[src/rtl/tep_pkg.sv]
`timescale 1ns / 1ps
package tep_pkg;

  typedef enum logic [5:0] {
    CMD_PRINT = 6'd0, CMD_BELL = 6'd1, CMD_BS = 6'd2, CMD_TAB = 6'd3, CMD_LF = 6'd4,
    CMD_CR = 6'd5, CMD_INDEX = 6'd6, CMD_NEXTLINE = 6'd7, CMD_REVLF = 6'd8,
    CMD_ICH = 6'd9, CMD_CUU = 6'd10, CMD_CUD = 6'd11, CMD_CUF = 6'd12, CMD_CUB = 6'd13,
    CMD_COLUMN = 6'd14, CMD_LINE = 6'd15, CMD_HOME = 6'd16, CMD_MOVE = 6'd17,
    CMD_ED = 6'd18, CMD_EL = 6'd19, CMD_IL = 6'd20, CMD_DL = 6'd21, CMD_DCH = 6'd22,
    CMD_DA1 = 6'd23, CMD_DA2 = 6'd24, CMD_SETMODE = 6'd25, CMD_RESETMODE = 6'd26,
    CMD_SGR = 6'd27, CMD_REGION = 6'd28, CMD_CHARSET = 6'd29, CMD_FILL = 6'd30,
    CMD_TITLEBYTE = 6'd31, CMD_TITLEEND = 6'd32
  } cmd_t;

  typedef enum logic [2:0] {
    PS_PLAIN, PS_ESC, PS_CSI, PS_OSC, PS_CHARSET, PS_PCT, PS_FILL
  } parse_state_t;

  typedef enum logic [2:0] {
    TS_NONE, TS_BOTH, TS_ICON, TS_WINDOW, TS_OTHER
  } title_state_t;

  // back end job kinds
  typedef enum logic [1:0] {
    JOB_SINGLE, // one fixed command
    JOB_LIST,   // one command per numeric parameter
    JOB_REGION  // region then home, or home alone
  } job_kind_t;

  localparam int MAX_OUT = 8;

  function automatic logic [4:0] charset_index(input logic [7:0] c, output logic ok);
    begin
      ok = 1'b1;
      case (c)
        8'h30: charset_index = 5'd0;
        8'h41: charset_index = 5'd1;
        8'h42: charset_index = 5'd2;
        8'h34: charset_index = 5'd3;
        8'h43, 8'h35: charset_index = 5'd4;
        8'h52: charset_index = 5'd5;
        8'h51: charset_index = 5'd6;
        8'h4B: charset_index = 5'd7;
        8'h59: charset_index = 5'd8;
        8'h45, 8'h36: charset_index = 5'd9;
        8'h5A: charset_index = 5'd10;
        8'h48, 8'h37: charset_index = 5'd11;
        8'h3D: charset_index = 5'd12;
        default: begin
          charset_index = 5'd0;
          ok = 1'b0;
        end
      endcase
    end
  endfunction

endpackage

[src/rtl/tep_front.sv]
`timescale 1ns / 1ps
// Front end: parse state, digit accumulation and sequence classification.
// A byte ending a command becomes one job word in the queue. Parameters are
// snapshotted into the job so the back end owns them while draining.
module tep_front import tep_pkg::*; #(
  parameter int MAX_PARAMS = 8,
  parameter int CW = $clog2(MAX_PARAMS + 1)
) (
  input  logic                         clk,
  input  logic                         rst,
  input  logic                         in_valid,
  input  logic [7:0]                   in_byte,
  input  logic                         q_full,
  output logic                         job_push,
  output job_kind_t                    job_kind,
  output cmd_t                         job_cmd,
  output logic [15:0]                  job_a,
  output logic [15:0]                  job_b,
  output logic                         job_two,
  output logic [MAX_PARAMS-1:0][16:0]  job_params,
  output logic [CW-1:0]                job_count
);

  parse_state_t               pstate, pstate_next;
  title_state_t               tstate, tstate_next;
  logic [MAX_PARAMS-1:0][16:0] params, params_next;
  logic [CW-1:0]              count, count_next;
  logic [16:0]                acc, acc_next;
  logic                       digits, digits_next;
  logic                       inter, inter_next;
  logic                       priv, priv_next;
  logic                       in_take;

  assign in_take = in_valid && !q_full;

  // combinational sequence handling
  always_comb begin
    logic [7:0]  c;
    logic [20:0] prod;
    logic        ok;
    logic [4:0]  csx;
    logic [16:0] p0, p1;
    logic [15:0] n0, n0d, n1;
    logic        m0, clear, emit;
    c = in_byte;
    pstate_next = pstate;
    tstate_next = tstate;
    params_next = params;
    count_next = count;
    acc_next = acc;
    digits_next = digits;
    inter_next = inter;
    priv_next = priv;
    clear = 1'b0;
    emit = 1'b0;
    job_kind = JOB_SINGLE;
    job_cmd = CMD_PRINT;
    job_a = 16'd0;
    job_b = 16'd0;
    job_two = 1'b0;
    prod = 21'd0;
    ok = 1'b0;
    csx = 5'd0;

    // parameter bytes and number closing shared by CSI and OSC
    if ((pstate == PS_CSI || (pstate == PS_OSC && count == '0 && tstate == TS_NONE))
        && c >= 8'h30 && c <= 8'h3F) begin
      if (c <= 8'h39) begin
        prod = {4'd0, acc} * 21'd10 + {17'd0, c[3:0]};
        acc_next = (prod > 21'd65535) ? 17'h10000 : prod[16:0];
        digits_next = 1'b1;
      end else if (c == 8'h3B || (c == 8'h3F && !(count == '0 && !digits))
                   || (c >= 8'h3C && c <= 8'h3E)) begin
        acc_next = 17'd0;
        digits_next = 1'b0;
        if (digits && count < CW'(MAX_PARAMS)) begin
          for (int k = 0; k < MAX_PARAMS; k++)
            if (count == CW'(k)) params_next[k] = acc[16] ? 17'd0 : acc;
          count_next = count + CW'(1);
        end
        if (c >= 8'h3C && c <= 8'h3E && count_next < CW'(MAX_PARAMS)) begin
          for (int k = 0; k < MAX_PARAMS; k++)
            if (count_next == CW'(k)) params_next[k] = {1'b1, 8'd0, c};
          count_next = count_next + CW'(1);
        end
      end else if (c == 8'h3F) begin
        priv_next = 1'b1;
      end
    end else if (pstate == PS_CSI || pstate == PS_OSC) begin
      acc_next = 17'd0;
      digits_next = 1'b0;
      if (digits && count < CW'(MAX_PARAMS)) begin
        for (int k = 0; k < MAX_PARAMS; k++)
          if (count == CW'(k)) params_next[k] = acc[16] ? 17'd0 : acc;
        count_next = count + CW'(1);
      end
    end

    p0 = params_next[0];
    p1 = params_next[1 % MAX_PARAMS];
    m0 = (count_next != '0) && p0[16];
    n0 = (count_next == '0) ? 16'd1 : (p0[16] ? 16'd0 : p0[15:0]);
    n0d = (count_next == '0) ? 16'd0 : (p0[16] ? 16'd0 : p0[15:0]);
    n1 = (count_next < CW'(2)) ? 16'd0 : (p1[16] ? 16'd0 : p1[15:0]);

    case (pstate)
      PS_PLAIN: begin
        emit = 1'b1;
        if (c >= 8'h20) begin
          job_a = {8'd0, c};
        end else if (c == 8'h07) job_cmd = CMD_BELL;
        else if (c == 8'h08) job_cmd = CMD_BS;
        else if (c == 8'h09) job_cmd = CMD_TAB;
        else if (c == 8'h0A) job_cmd = CMD_LF;
        else if (c == 8'h0D) job_cmd = CMD_CR;
        else begin
          emit = 1'b0;
          if (c == 8'h1B) pstate_next = PS_ESC;
        end
      end
      PS_ESC: begin
        clear = 1'b1;
        emit = 1'b1;
        if (c == 8'h44) job_cmd = CMD_INDEX;
        else if (c == 8'h45) job_cmd = CMD_NEXTLINE;
        else if (c == 8'h4D) job_cmd = CMD_REVLF;
        else emit = 1'b0;
      end
      PS_CSI: begin
        if (c >= 8'h20 && c <= 8'h2F) inter_next = 1'b1;
        else if (c >= 8'h40 && c <= 8'h7D) begin
          clear = 1'b1;
          if (!inter) begin
            emit = 1'b1;
            case (c)
              8'h40: begin job_cmd = CMD_ICH; job_a = n0; end
              8'h41: begin job_cmd = CMD_CUU; job_a = n0; end
              8'h42: begin job_cmd = CMD_CUD; job_a = (n0 == 16'd0) ? 16'd1 : n0; end
              8'h43: begin job_cmd = CMD_CUF; job_a = n0; end
              8'h44: begin job_cmd = CMD_CUB; job_a = n0; end
              8'h47: begin job_cmd = CMD_COLUMN; job_a = n0; end
              8'h64: begin job_cmd = CMD_LINE; job_a = n0; end
              8'h4C: begin job_cmd = CMD_IL; job_a = n0; end
              8'h4D: begin job_cmd = CMD_DL; job_a = n0; end
              8'h50: begin job_cmd = CMD_DCH; job_a = n0; end
              8'h48, 8'h66: begin
                if (count_next == '0) job_cmd = CMD_HOME;
                else if (count_next == CW'(2)) begin
                  job_cmd = CMD_MOVE; job_a = n1; job_b = n0d;
                end else emit = 1'b0;
              end
              8'h4A, 8'h4B: begin
                job_cmd = (c == 8'h4A) ? CMD_ED : CMD_EL;
                job_a = n0d;
                if (m0 || n0d > 16'd2) emit = 1'b0;
              end
              8'h63: job_cmd = (count_next != '0 && p0 == 17'h1003E) ? CMD_DA2 : CMD_DA1;
              8'h68, 8'h6C: begin
                job_kind = JOB_LIST;
                job_cmd = (c == 8'h68) ? CMD_SETMODE : CMD_RESETMODE;
                job_b = {15'd0, priv};
              end
              8'h6D: begin
                job_cmd = CMD_SGR;
                if (count_next != '0) job_kind = JOB_LIST;
              end
              8'h72: begin
                job_kind = JOB_REGION;
                job_cmd = CMD_REGION;
                if (count_next == CW'(2)) begin
                  job_a = p0[15:0]; job_b = n1; job_two = !p0[16];
                end else begin
                  job_a = 16'd1; job_two = 1'b1;
                end
              end
              default: emit = 1'b0;
            endcase
          end
        end
      end
      PS_OSC: begin
        if (!(count == '0 && tstate == TS_NONE && c >= 8'h30 && c <= 8'h3F)) begin
          if (tstate == TS_NONE) begin
            if (count_next != CW'(1)) clear = 1'b1;
            else if (p0 == 17'd0) tstate_next = TS_BOTH;
            else if (p0 == 17'd1) tstate_next = TS_ICON;
            else if (p0 == 17'd2) tstate_next = TS_WINDOW;
            else tstate_next = TS_OTHER;
          end
          if (!clear) begin
            if (c == 8'h07) begin
              clear = 1'b1;
              if (tstate_next == TS_BOTH || tstate_next == TS_WINDOW) begin
                emit = 1'b1; job_cmd = CMD_TITLEEND;
              end
            end else if (tstate_next == TS_BOTH || tstate_next == TS_WINDOW) begin
              emit = 1'b1; job_cmd = CMD_TITLEBYTE; job_a = {8'd0, c};
            end
          end
        end
      end
      PS_CHARSET: begin
        clear = 1'b1;
        csx = charset_index(c, ok);
        emit = ok;
        job_cmd = CMD_CHARSET;
        job_a = {11'd0, csx};
      end
      PS_FILL: begin
        clear = 1'b1;
        emit = (c == 8'h38);
        job_cmd = CMD_FILL;
        job_a = 16'h0045;
      end
      default: clear = 1'b1;
    endcase

    job_params = params_next;
    job_count = count_next;
    job_push = in_take && emit;

    if (clear) begin
      tstate_next = TS_NONE;
      count_next = '0;
      acc_next = 17'd0;
      digits_next = 1'b0;
      inter_next = 1'b0;
      priv_next = 1'b0;
      pstate_next = PS_PLAIN;
      if (pstate == PS_ESC) begin
        if (c == 8'h5B) pstate_next = PS_CSI;
        else if (c == 8'h5D) pstate_next = PS_OSC;
        else if (c == 8'h23) pstate_next = PS_FILL;
        else if (c == 8'h28) pstate_next = PS_CHARSET;
        else if (c == 8'h25) pstate_next = PS_PCT;
      end
    end
  end

  // state registers
  always_ff @(posedge clk) begin
    if (rst) begin
      pstate <= PS_PLAIN;
      tstate <= TS_NONE;
      count <= '0;
      acc <= 17'd0;
      digits <= 1'b0;
      inter <= 1'b0;
      priv <= 1'b0;
    end else if (in_take) begin
      pstate <= pstate_next;
      tstate <= tstate_next;
      count <= count_next;
      acc <= acc_next;
      digits <= digits_next;
      inter <= inter_next;
      priv <= priv_next;
    end
  end

  // parameter store, no reset
  always_ff @(posedge clk) begin
    if (in_take) params <= params_next;
  end

endmodule

[src/rtl/tep_back.sv]
`timescale 1ns / 1ps
// Back end: pops jobs from a two-entry queue and expands them into commands.
// List jobs step through the stored parameters in order, skipping markers; at most eight words per job.
module tep_back import tep_pkg::*; #(
  parameter int MAX_PARAMS = 8,
  parameter int CW = $clog2(MAX_PARAMS + 1)
) (
  input  logic                         clk,
  input  logic                         rst,
  input  logic [7:0]                   screen_rows,
  input  logic                         job_push,
  input  job_kind_t                    job_kind,
  input  cmd_t                         job_cmd,
  input  logic [15:0]                  job_a,
  input  logic [15:0]                  job_b,
  input  logic                         job_two,
  input  logic [MAX_PARAMS-1:0][16:0]  job_params,
  input  logic [CW-1:0]                job_count,
  output logic                         q_full,
  output logic                         out_valid,
  input  logic                         out_stall,
  output logic [5:0]                   command,
  output logic [15:0]                  arg_first,
  output logic [15:0]                  arg_second,
  output logic                         last
);

  typedef struct packed {
    job_kind_t                   kind;
    cmd_t                        cmd;
    logic [15:0]                 a;
    logic [15:0]                 b;
    logic                        two;
    logic [MAX_PARAMS-1:0][16:0] params;
    logic [CW-1:0]               count;
  } job_t;

  job_t       q [2];
  logic       wp, rp;
  logic [1:0] fill;
  job_t       cur;
  logic       busy;
  logic [CW-1:0] idx;
  logic [3:0] nout;
  logic       pop, adv, fin;
  logic       have;
  logic [5:0] w_cmd;
  logic [15:0] w_a, w_b;
  logic       w_last;

  assign q_full = (fill == 2'd2);
  assign adv = !out_valid || !out_stall;
  assign pop = !busy && fill != 2'd0;

  // next word of the current job
  always_comb begin
    logic [CW-1:0] nx;
    logic          more;
    logic [16:0]   p;
    have = 1'b0;
    fin = 1'b0;
    w_cmd = cur.cmd;
    w_a = cur.a;
    w_b = cur.b;
    w_last = 1'b0;
    more = 1'b0;
    p = 17'd0;
    for (int k = 0; k < MAX_PARAMS; k++)
      if (idx == CW'(k)) p = cur.params[k];
    case (cur.kind)
      JOB_LIST: begin
        have = (idx < cur.count) && !p[16];
        w_a = p[15:0];
        for (int k = 0; k < MAX_PARAMS; k++) begin
          nx = CW'(k);
          if (nx > idx && nx < cur.count && !cur.params[k][16]) more = 1'b1;
        end
        fin = !more || (have && nout == 4'd7);
        w_last = fin;
      end
      JOB_REGION: begin
        have = 1'b1;
        if (idx == '0 && cur.two) begin
          w_b = (cur.count == CW'(2)) ? cur.b : {8'd0, screen_rows};
        end else begin
          w_cmd = CMD_HOME; w_a = 16'd0; w_b = 16'd0;
          w_last = 1'b1;
          fin = 1'b1;
        end
      end
      JOB_SINGLE: begin
        have = 1'b1; w_last = 1'b1; fin = 1'b1;
      end
      default: fin = 1'b1;
    endcase
  end

  // queue, job walker and output register
  always_ff @(posedge clk) begin
    if (rst) begin
      wp <= 1'b0; rp <= 1'b0; fill <= 2'd0;
      busy <= 1'b0; idx <= '0; nout <= 4'd0; out_valid <= 1'b0;
    end else begin
      if (job_push) begin
        q[wp] <= '{job_kind, job_cmd, job_a, job_b, job_two, job_params, job_count};
        wp <= !wp;
      end
      fill <= fill + {1'b0, job_push} - {1'b0, pop};
      if (adv) out_valid <= !pop && busy && have;
      if (pop) begin
        cur <= q[rp]; rp <= !rp; busy <= 1'b1; idx <= '0; nout <= 4'd0;
      end else if (busy && adv) begin
        if (have) begin
          command <= w_cmd; arg_first <= w_a; arg_second <= w_b; last <= w_last;
          nout <= nout + 4'd1;
        end
        if ((have && fin) || (cur.kind == JOB_LIST && idx >= cur.count)) busy <= 1'b0;
        else if (cur.kind == JOB_LIST && !have && !fin) idx <= idx + CW'(1);
        else if (cur.kind == JOB_LIST && !have && fin) busy <= 1'b0;
        else idx <= idx + CW'(1);
      end
    end
  end

endmodule

[src/rtl/terminal_escape_parser_top.sv]
`timescale 1ns / 1ps
// With the expander idle, a byte's first command goes through the queue pop, then
// the output register. Bytes with no command push no job into the queue.
// Throughput: one command word per cycle within a job while out_stall is low and
// no marker parameter is skipped; list commands (sgr, set/reset mode) give one
// word per stored numeric parameter.
// Reset: synchronous rst returns to plain text, empties the queue, rows 24.
module terminal_escape_parser_top import tep_pkg::*; #(
  parameter int MAX_PARAMS = 8
) (
  input  logic        clk,
  input  logic        rst,
  input  logic        cfg_we,
  input  logic [7:0]  cfg_wdata,
  input  logic        in_valid,
  output logic        in_stall,
  input  logic [7:0]  byte_in,
  output logic        out_valid,
  input  logic        out_stall,
  output logic [5:0]  command,
  output logic [15:0] arg_first,
  output logic [15:0] arg_second,
  output logic        last
);

  localparam int CW = $clog2(MAX_PARAMS + 1);

  logic [7:0] screen_rows;
  logic       q_full, job_push, job_two;
  job_kind_t  job_kind;
  cmd_t       job_cmd;
  logic [15:0] job_a, job_b;
  logic [MAX_PARAMS-1:0][16:0] job_params;
  logic [CW-1:0] job_count;

  always_ff @(posedge clk) begin
    if (rst) screen_rows <= 8'd24;
    else if (cfg_we) screen_rows <= cfg_wdata;
  end

  assign in_stall = q_full;

  tep_front #(.MAX_PARAMS(MAX_PARAMS), .CW(CW)) u_front (
    .clk, .rst, .in_valid, .in_byte(byte_in), .q_full,
    .job_push, .job_kind, .job_cmd, .job_a, .job_b, .job_two, .job_params,
    .job_count
  );

  tep_back #(.MAX_PARAMS(MAX_PARAMS), .CW(CW)) u_back (
    .clk, .rst, .screen_rows, .job_push, .job_kind, .job_cmd, .job_a, .job_b,
    .job_two, .job_params, .job_count, .q_full, .out_valid, .out_stall,
    .command, .arg_first, .arg_second, .last
  );

endmodule

[config.mk]
export PLATFORM = sky130hd
export DESIGN_NAME = terminal_escape_parser_top
export DESIGN_NICKNAME = d
export VERILOG_FILES = /design/src/rtl/tep_pkg.sv /design/src/rtl/tep_front.sv /design/src/rtl/tep_back.sv /design/src/rtl/terminal_escape_parser_top.sv
export SDC_FILE = /design/constraint.sdc
export NUM_CORES = 1
export LEC_CHECK = 0
export ABC_CLOCK_PERIOD_IN_PS = 21300
export BUFFER_PORTS_ARGS = -buffer_cell sky130_fd_sc_hd__buf_2
export CORE_ASPECT_RATIO = 1.2
export CORE_MARGIN = 5
export CORE_UTILIZATION = 54
export CTS_BUF_LIST = sky130_fd_sc_hd__clkbuf_8
export CTS_CLUSTER_DIAMETER = 200
export DETAILED_ROUTE_END_ITERATION = 16
export PLACE_DENSITY_LB_ADDON = 0.2
export SLEW_MARGIN = 40
export SYNTH_ARGS = -nofsm -noshare
export SYNTH_HDL_FRONTEND = slang
export SYNTH_SLANG_ARGS = --single-unit
[constraint.sdc]
create_clock -name clk -period 21.3 [get_ports clk]
set_input_delay 3.195 -clock clk [delete_from_list [all_inputs] [get_ports clk]]
set_output_delay 3.195 -clock clk [all_outputs]
set_load 0.05 [all_outputs]
; ---- Word level (Yosys, flattened, before mapping)
; Memories as Yosys holds them, arrays and structs flattened. A register that Yosys moved wholly into a read port is not among the register bits.
; Cells that the tools add are included.
[word_totals]
regBits = 227
ram_bits = 362
input_bits = 21
out_inout_bits = 41
memories = 1
[memory_table]
columns = name, words, word_bits, read_ports, rd_ports_with_merged_regs, write_ports, line
row1 = u_back.q, 2, 181, 1, 1, 1, tep_back.sv:38  ; job_t q [2];
[op_classes]
addsub = 7
mul = 1
magnitude_cmp = 32
n_eq_ne = 94
n_mux = 209
n_bitwise = 3
reduce_logical = 119
[ops]
columns = cell, n
row1 = $mux W136, 6
row2 = $mux W17, 30
row3 = $mux W16, 26
row4 = $eq A8 B7 Y1 const B, 26
row5 = $pmux W16 S5, 2
row6 = $mux W6, 17
row7 = $eq A8 B6 Y1 const B, 12
row8 = $pmux W6 S16, 1
row9 = $mux W3, 26
row10 = $mux W1, 67
row11 = $mux W4, 14
row12 = $eq A4 B3 Y1 const B, 13
row13 = $pmux W16 S3, 1
row14 = $pmux W4 S12, 1
row15 = $logic_and A1 B1 Y1, 46
row16 = $pmux W6 S6, 1
row17 = $eq A4 B2 Y1 const B, 8
row18 = $eq A8 B4 Y1 const B, 4
row19 = $le A8 B6 Y1 const B, 4
row20 = $pmux W16 S2, 1
row21 = $ge A8 B6 Y1 const B, 3
row22 = $logic_not A1 Y1, 22
row23 = $add A21 B4 Y21, 1
row24 = $gt A21 B16 Y1 const B, 1
row25 = 59 further kinds, 132

; ---- Longest topological paths before layout
[depth]
depth_word = 33
depth_mapped = 22

; ---- Modules after synthesis
; Synthesis repeated with hierarchy kept, for this count alone.
[unflattened]
cells_unflattened = 2408
hier_area_um2 = 33743.6
[by_module_without_submodules]
columns = mod, instances, cells_each, area_each_um2, seq_area_each_um2
row1 = tep_back, 1, 1133, 22061.2, 17757.0
row2 = tep_front, 1, 1249, 11389.7, 4684.5
row3 = terminal_escape_parser_top, 1, 26, 292.8, 160.2

; ---- Least setup slack after synthesis
; OpenSTA, ideal clock, no wires.
[synth_timing]
path_kind = input to register
startpoint = input port in_valid
endpoint = memory u_back.q[0][0] (netlist name), enable pin
setup_ps = 943
arrival_ps = 18013
setup_slack_ps = 2344
cell_stages = 5
cell_sequence = nand2_1 > clkinv_1 > nand2_1 > o21bai_1 > nor3_1
[synth_between]
elab_chain_len = 5
[synth_lines]
columns = item, line
row1 = from (decl), terminal_escape_parser_top.sv:15  ; input logic in_valid,
row2 = $logic_and A1 B1 Y1, tep_front.sv:34  ; assign in_take = in_valid && !q_full;
row3 = via u_front.in_take, tep_front.sv:32  ; logic in_take;
row4 = $logic_and A1 B1 Y1, tep_front.sv:220  ; job_push = in_take && emit;
row5 = $mux W1, tep_back.sv:104  ; if (job_push) begin
row6 = $mux W1, tep_back.sv:100  ; if (rst) begin
row7 = $mux W1 (implied by the code), tep_back.sv:105  ; q[wp] <= '{job_kind, job_cmd, job_a, job_b, job_two, job_params, job_count};
row8 = to (decl), tep_back.sv:38
; The timed path passes the listed nets, and every way through them passes these cells.

==> impl_table.tex <==
\begin{tabular}{lr}
\hline
Metric & Value \\
\hline
\multicolumn{2}{l}{\textbf{Setup path}} \\
\quad Type of element launching the critical path & input pin \\
\quad Crit path capture type & flop \\
\quad Category of cells accounting for the largest share of critical-path delay & simple AND/OR/NAND/NOR gates \\
\quad Largest stage delay on the critical path & 0.66 ns \\
\quad Data required time at the worst endpoint & 21.67 ns \\
\quad Crit Path Max Fanout & 71 \\
\quad Worst-path cell with the longest stage delay & and4bb\_1 \\
\quad CP Class & in -> reg \\
\quad Crit path arrival time & 9.78 ns \\
\quad Worst reg2reg path startpoint & u\_front.digits\$\_SDFFE\_PP0P\_ \\
\quad Most frequent cell on the critical path & buf\_6 \\
\quad Beginning of the critical path & byte\_in[5] \\
\quad Crit path buffers/inverters & 4 \\
\quad Critical-path cell list & buf\_2, and4bb\_1, nand2\_1, nor2\_4, a31oi\_2, a22o\_2, nor4b\_4, nand3\_1, o311ai\_1, o21bai\_1, nor3\_2, buf\_4, buf\_6, buf\_6 \\
\multicolumn{2}{l}{\textbf{Clock network}} \\
\quad Clock tree sinks & 770 \\
\quad Number of clock buffers inserted by TritonCTS & 112 \\
\quad Post-CTS setup buffers & 0 \\
\quad Hold Buf Count CTS & 0 \\
\quad Maximum clock insertion buffer count & 3 \\
\quad Clk slew on worst S/H paths & 0.06 ns \\
\quad TritonCTS clock tree & built \\
\quad Total number of H-tree levels & 3 \\
\quad Root buffer cell & clkbuf\_8 \\
\quad Cts repair resizes & 0 \\
\quad Clock latency on the worst-skew pair & 0.75 ns \\
\multicolumn{2}{l}{\textbf{Power}} \\
\quad Maximum vdd drop & 0.0539 mV \\
\quad PwrDens & 91.8 mW/mm2 \\
\quad Leakage dissipation & 11.4 nW \\
\multicolumn{2}{l}{\textbf{Floorplan}} \\
\quad Number of top-level design ports & 62 \\
\quad Std-Cell Core Area & 0.0631 mm2 \\
\quad Number of placement rows & 101 \\
\quad Starting utilization of the core area & 0.542 \\
\quad Width of the die & 240 um \\
\quad Height of the chip & 286 um \\
\quad Area of the die & 0.0685 mm2 \\
\multicolumn{2}{l}{\textbf{Global route}} \\
\quad Sum of overflow across all layers after global routing & 0 \\
\quad Number of global-route vias before repair & 22,200 \\
\quad Largest net degree at the start of global routing & 80 \\
\quad First-pass GRT wire length & 141 mm \\
\quad Total Routing Usage GR & 0.276 \\
\quad Initial antenna violation count & 2 \\
\multicolumn{2}{l}{\textbf{STA}} \\
\quad Portion of the clock cycle consumed by the worst path in the final layout & 0.442 \\
\quad Achievable frequency & 106 MHz \\
\quad Worst hold margin & 0.489 ns \\
\quad Final Slew Violations & 0 \\
\quad Worst slew pin tran & 0.924 ns \\
\quad Max\_slew headroom & 0.384 \\
\quad Sum of negative setup slack & 0 ns \\
\quad Unrepaired setup endpoints after global routing & false \\
\quad Worst setup margin & 11.89 ns \\
\quad Post-route minimum period & 9.41 ns \\
\quad Endpoints failing hold & 0 \\
\quad Skew final & 0.0280 ns \\
\quad Total setup violations reported at the end of the flow & 0 \\
\multicolumn{2}{l}{\textbf{Synth}} \\
\quad Cell type with the largest total area after synthesis & edfxtp\_1 \\
\quad Post-synthesis share of cell area spent on full adders, half adders and majority gates & 0.0217 \\
\quad Fraction of synthesis flops using an asynchronous set or reset pin & 0 \\
\quad Fraction of synthesized area in multiplexers & 0.0647 \\
\quad EDFF count, synth & 718 \\
\quad Largest cells by area after synthesis & edfxtp\_1 (63\%), mux2\_2 (6.0\%), dfxtp\_1 (3.0\%), a22o\_1 (2.6\%), ha\_1 (2.0\%) \\
\quad Sequential fraction of the synthesis area & 0.661 \\
\quad Complex-gate fraction of the synthesized area & 0.129 \\
\quad Number of warning messages in the yosys log & 0 \\
\quad Net Count, Synth & 2,574 \\
\quad Avg Inst Size Synth & 13.7 um2 \\
\quad Top cell types by occurrence after synthesis & edfxtp\_1 (718), mux2\_2 (183), nor2\_1 (169) \\
\quad Most numerous cell in the Yosys netlist & edfxtp\_1 \\
\quad Post-Synth Simple-Gate Area & 0.0928 \\
\quad Distinct cells, synth & 101 \\
\quad Primary FF master, synth & edfxtp\_1 \\
\quad Dominant combinational cell family by area after synthesis & compound AO/OA/AOI/OAI gates \\
\quad Number of register bits inferred by synthesis & 770 \\
\quad Xor and xnor fraction of the mapped netlist area & 0.00820 \\
\quad Number of standard cells after synthesis & 2,495 \\
\quad Post-synth top area share & 0.631 \\
\quad Syn Std Cell Area & 0.0342 mm2 \\
\multicolumn{2}{l}{\textbf{Detailed routing}} \\
\quad WL per Instance & 27.4 um \\
\quad Drt drc & 0 \\
\quad Vias post-DR & 22,300 \\
\quad Post-detailed-route count of antenna-violating nets & 0 \\
\quad Via-to-Cell Ratio & 6.39 \\
\quad Starting DRC count in detailed routing & 2,523 \\
\quad Routed WL & 95.8 mm \\
\quad Number of detailed-routing iterations run before antenna repair & 6 \\
\multicolumn{2}{l}{\textbf{Place}} \\
\quad Port Buffer Count & 61 \\
\quad Half-perimeter wire length of the detailed placement result & 64.0 mm \\
\quad Weighted congestion at the end of routability-driven global placement & 0.964 \\
\quad Setup slack after placement & 10.93 ns \\
\multicolumn{2}{l}{\textbf{Cells and area}} \\
\quad Layout Area Growth over Synthesis & 10.2\% \\
\quad Footprint of the flip-flops and latches & 0.0226 mm2 \\
\quad Combined area of the multi-input logic cells & 0.0110 mm2 \\
\quad Share of post-route cells with drive strength above 1 & 0.191 \\
\quad Number of nets in the final layout & 2,657 \\
\quad Fill count & 4,928 \\
\multicolumn{2}{l}{\textbf{Min path}} \\
\quad Min-Delay Path Class & reg -> reg \\
\quad Hold path startpoint & u\_front.inter\$\_SDFFE\_PP0P\_ \\
\multicolumn{2}{l}{\textbf{Job}} \\
\quad Max-cap violations & 0 \\
\multicolumn{2}{l}{\textbf{Status}} \\
\quad Run status & finished, final reports clean \\
\hline
\end{tabular}
## state kept, by name, indices dropped and copies added, names as in the netlist
signal,flops
u_back.q,362
u_back.cur,181
u_front.params,136
u_front.acc,17
u_back.arg_first,16
u_back.arg_second,16
screen_rows,8
u_back.command,6
u_back.idx,4
u_back.nout,4
u_front.count,4
u_front.pstate,3
u_front.tstate,3
u_back.fill,2
u_back.busy,1
u_back.last,1
u_back.out_valid,1
u_back.rp,1
u_back.wp,1
u_front.digits,1
u_front.inter,1
u_front.priv,1
## routing by layer
metal / up-vias / part of all wire / wire (um) / global-route usage
met5: - / 0 / 0 / 0
met4: 0 / 0.039 / 3780 / 0.103
met3: 202 / 0.076 / 7270 / 0.0508
met2: 973 / 0.49 / 46800 / 0.457
met1: 11200 / 0.40 / 37900 / 0.366
li1: 9948 / - / - / -
## cells by family after synthesis
logic type,Yosys count
muxes,198
DFF,770
xor gates and xnor gates,32
AOI/OAI and AO/OA,614
buffers and inverters,192
adders and majority gates,58
and+or+nand+nor,631
## worst paths after layout
| path | endpoint | slack, ns | depth (start not counted) |
|---|---|---|---|
| max | u_back.q[0][75]$_DFFE_PP_ | 11.89 | 14 |
| max reg2reg | u_back.q[0][75]$_DFFE_PP_ | 13.45 | 16 |
| min reg2reg | u_front.inter$_SDFFE_PP0P_ | 0.49 | 1 |
| min | u_front.inter$_SDFFE_PP0P_ | 0.49 | 1 |
## where the power goes
| part | total [mW] | switching (mW) | internal, mW |
|---|---|---|---|
| Clock | 1.11 | 0.565 | 0.542 |
| Combinational | 0.528 | 0.348 | 0.181 |
| Sequential | 1.82 | 0.0433 | 1.78 |
| Total | 3.46 | 0.956 | 2.50 |
## final cells by class
type                       count  share of cell area
sequential                   770               0.600
multi-input combinational   1533               0.292
clock buffer                 118              0.0431
tap                          824              0.0274
timing repair buffer         114              0.0198
clock inverter                85              0.0126
inverter                      47             0.00488
antenna                        1           0.0000664
## stage by stage
stage                      util  cell area [um2]  instances  power [mW]
after floorplan               -            34200       2495        2.24
after global placement    0.562            35400       3285        2.38
after detailed placement  0.563            35500       3287        2.39
final                     0.597            37700       3492        3.46
after CTS                 0.597            37600       3490        3.49
after global routing      0.597            37700       3492        3.59
## cells in the final DEF, fill, tap and decap left out, drive strengths merged, types with 20 or more instances in the layout
master,n
o21a,20
clkbuf,118
a31oi,27
nor2,172
and2,33
inv,96
a32oi,20
clkinv,30
o21ai,99
dfxtp,52
a21oi,99
a21o,21
a22o,103
nor3,43
buf,114
nor2b,36
nand2,164
mux2,183
ha,56
a22oi,47
o211ai,43
nand3,57
edfxtp,718
## worst reg2reg max path, delay by kind of cell, from the launching register on
kind	cells	cell delay (ns)
AOI/OAI and AO/OA	5	1.75
adders and majority gates	1	0.21
buffers and inverters	4	2.06
DFF	1	0.71
muxes	1	0.48
and+or+nand+nor	5	2.19
No activity file was read; power rests on OpenSTA's default activity.
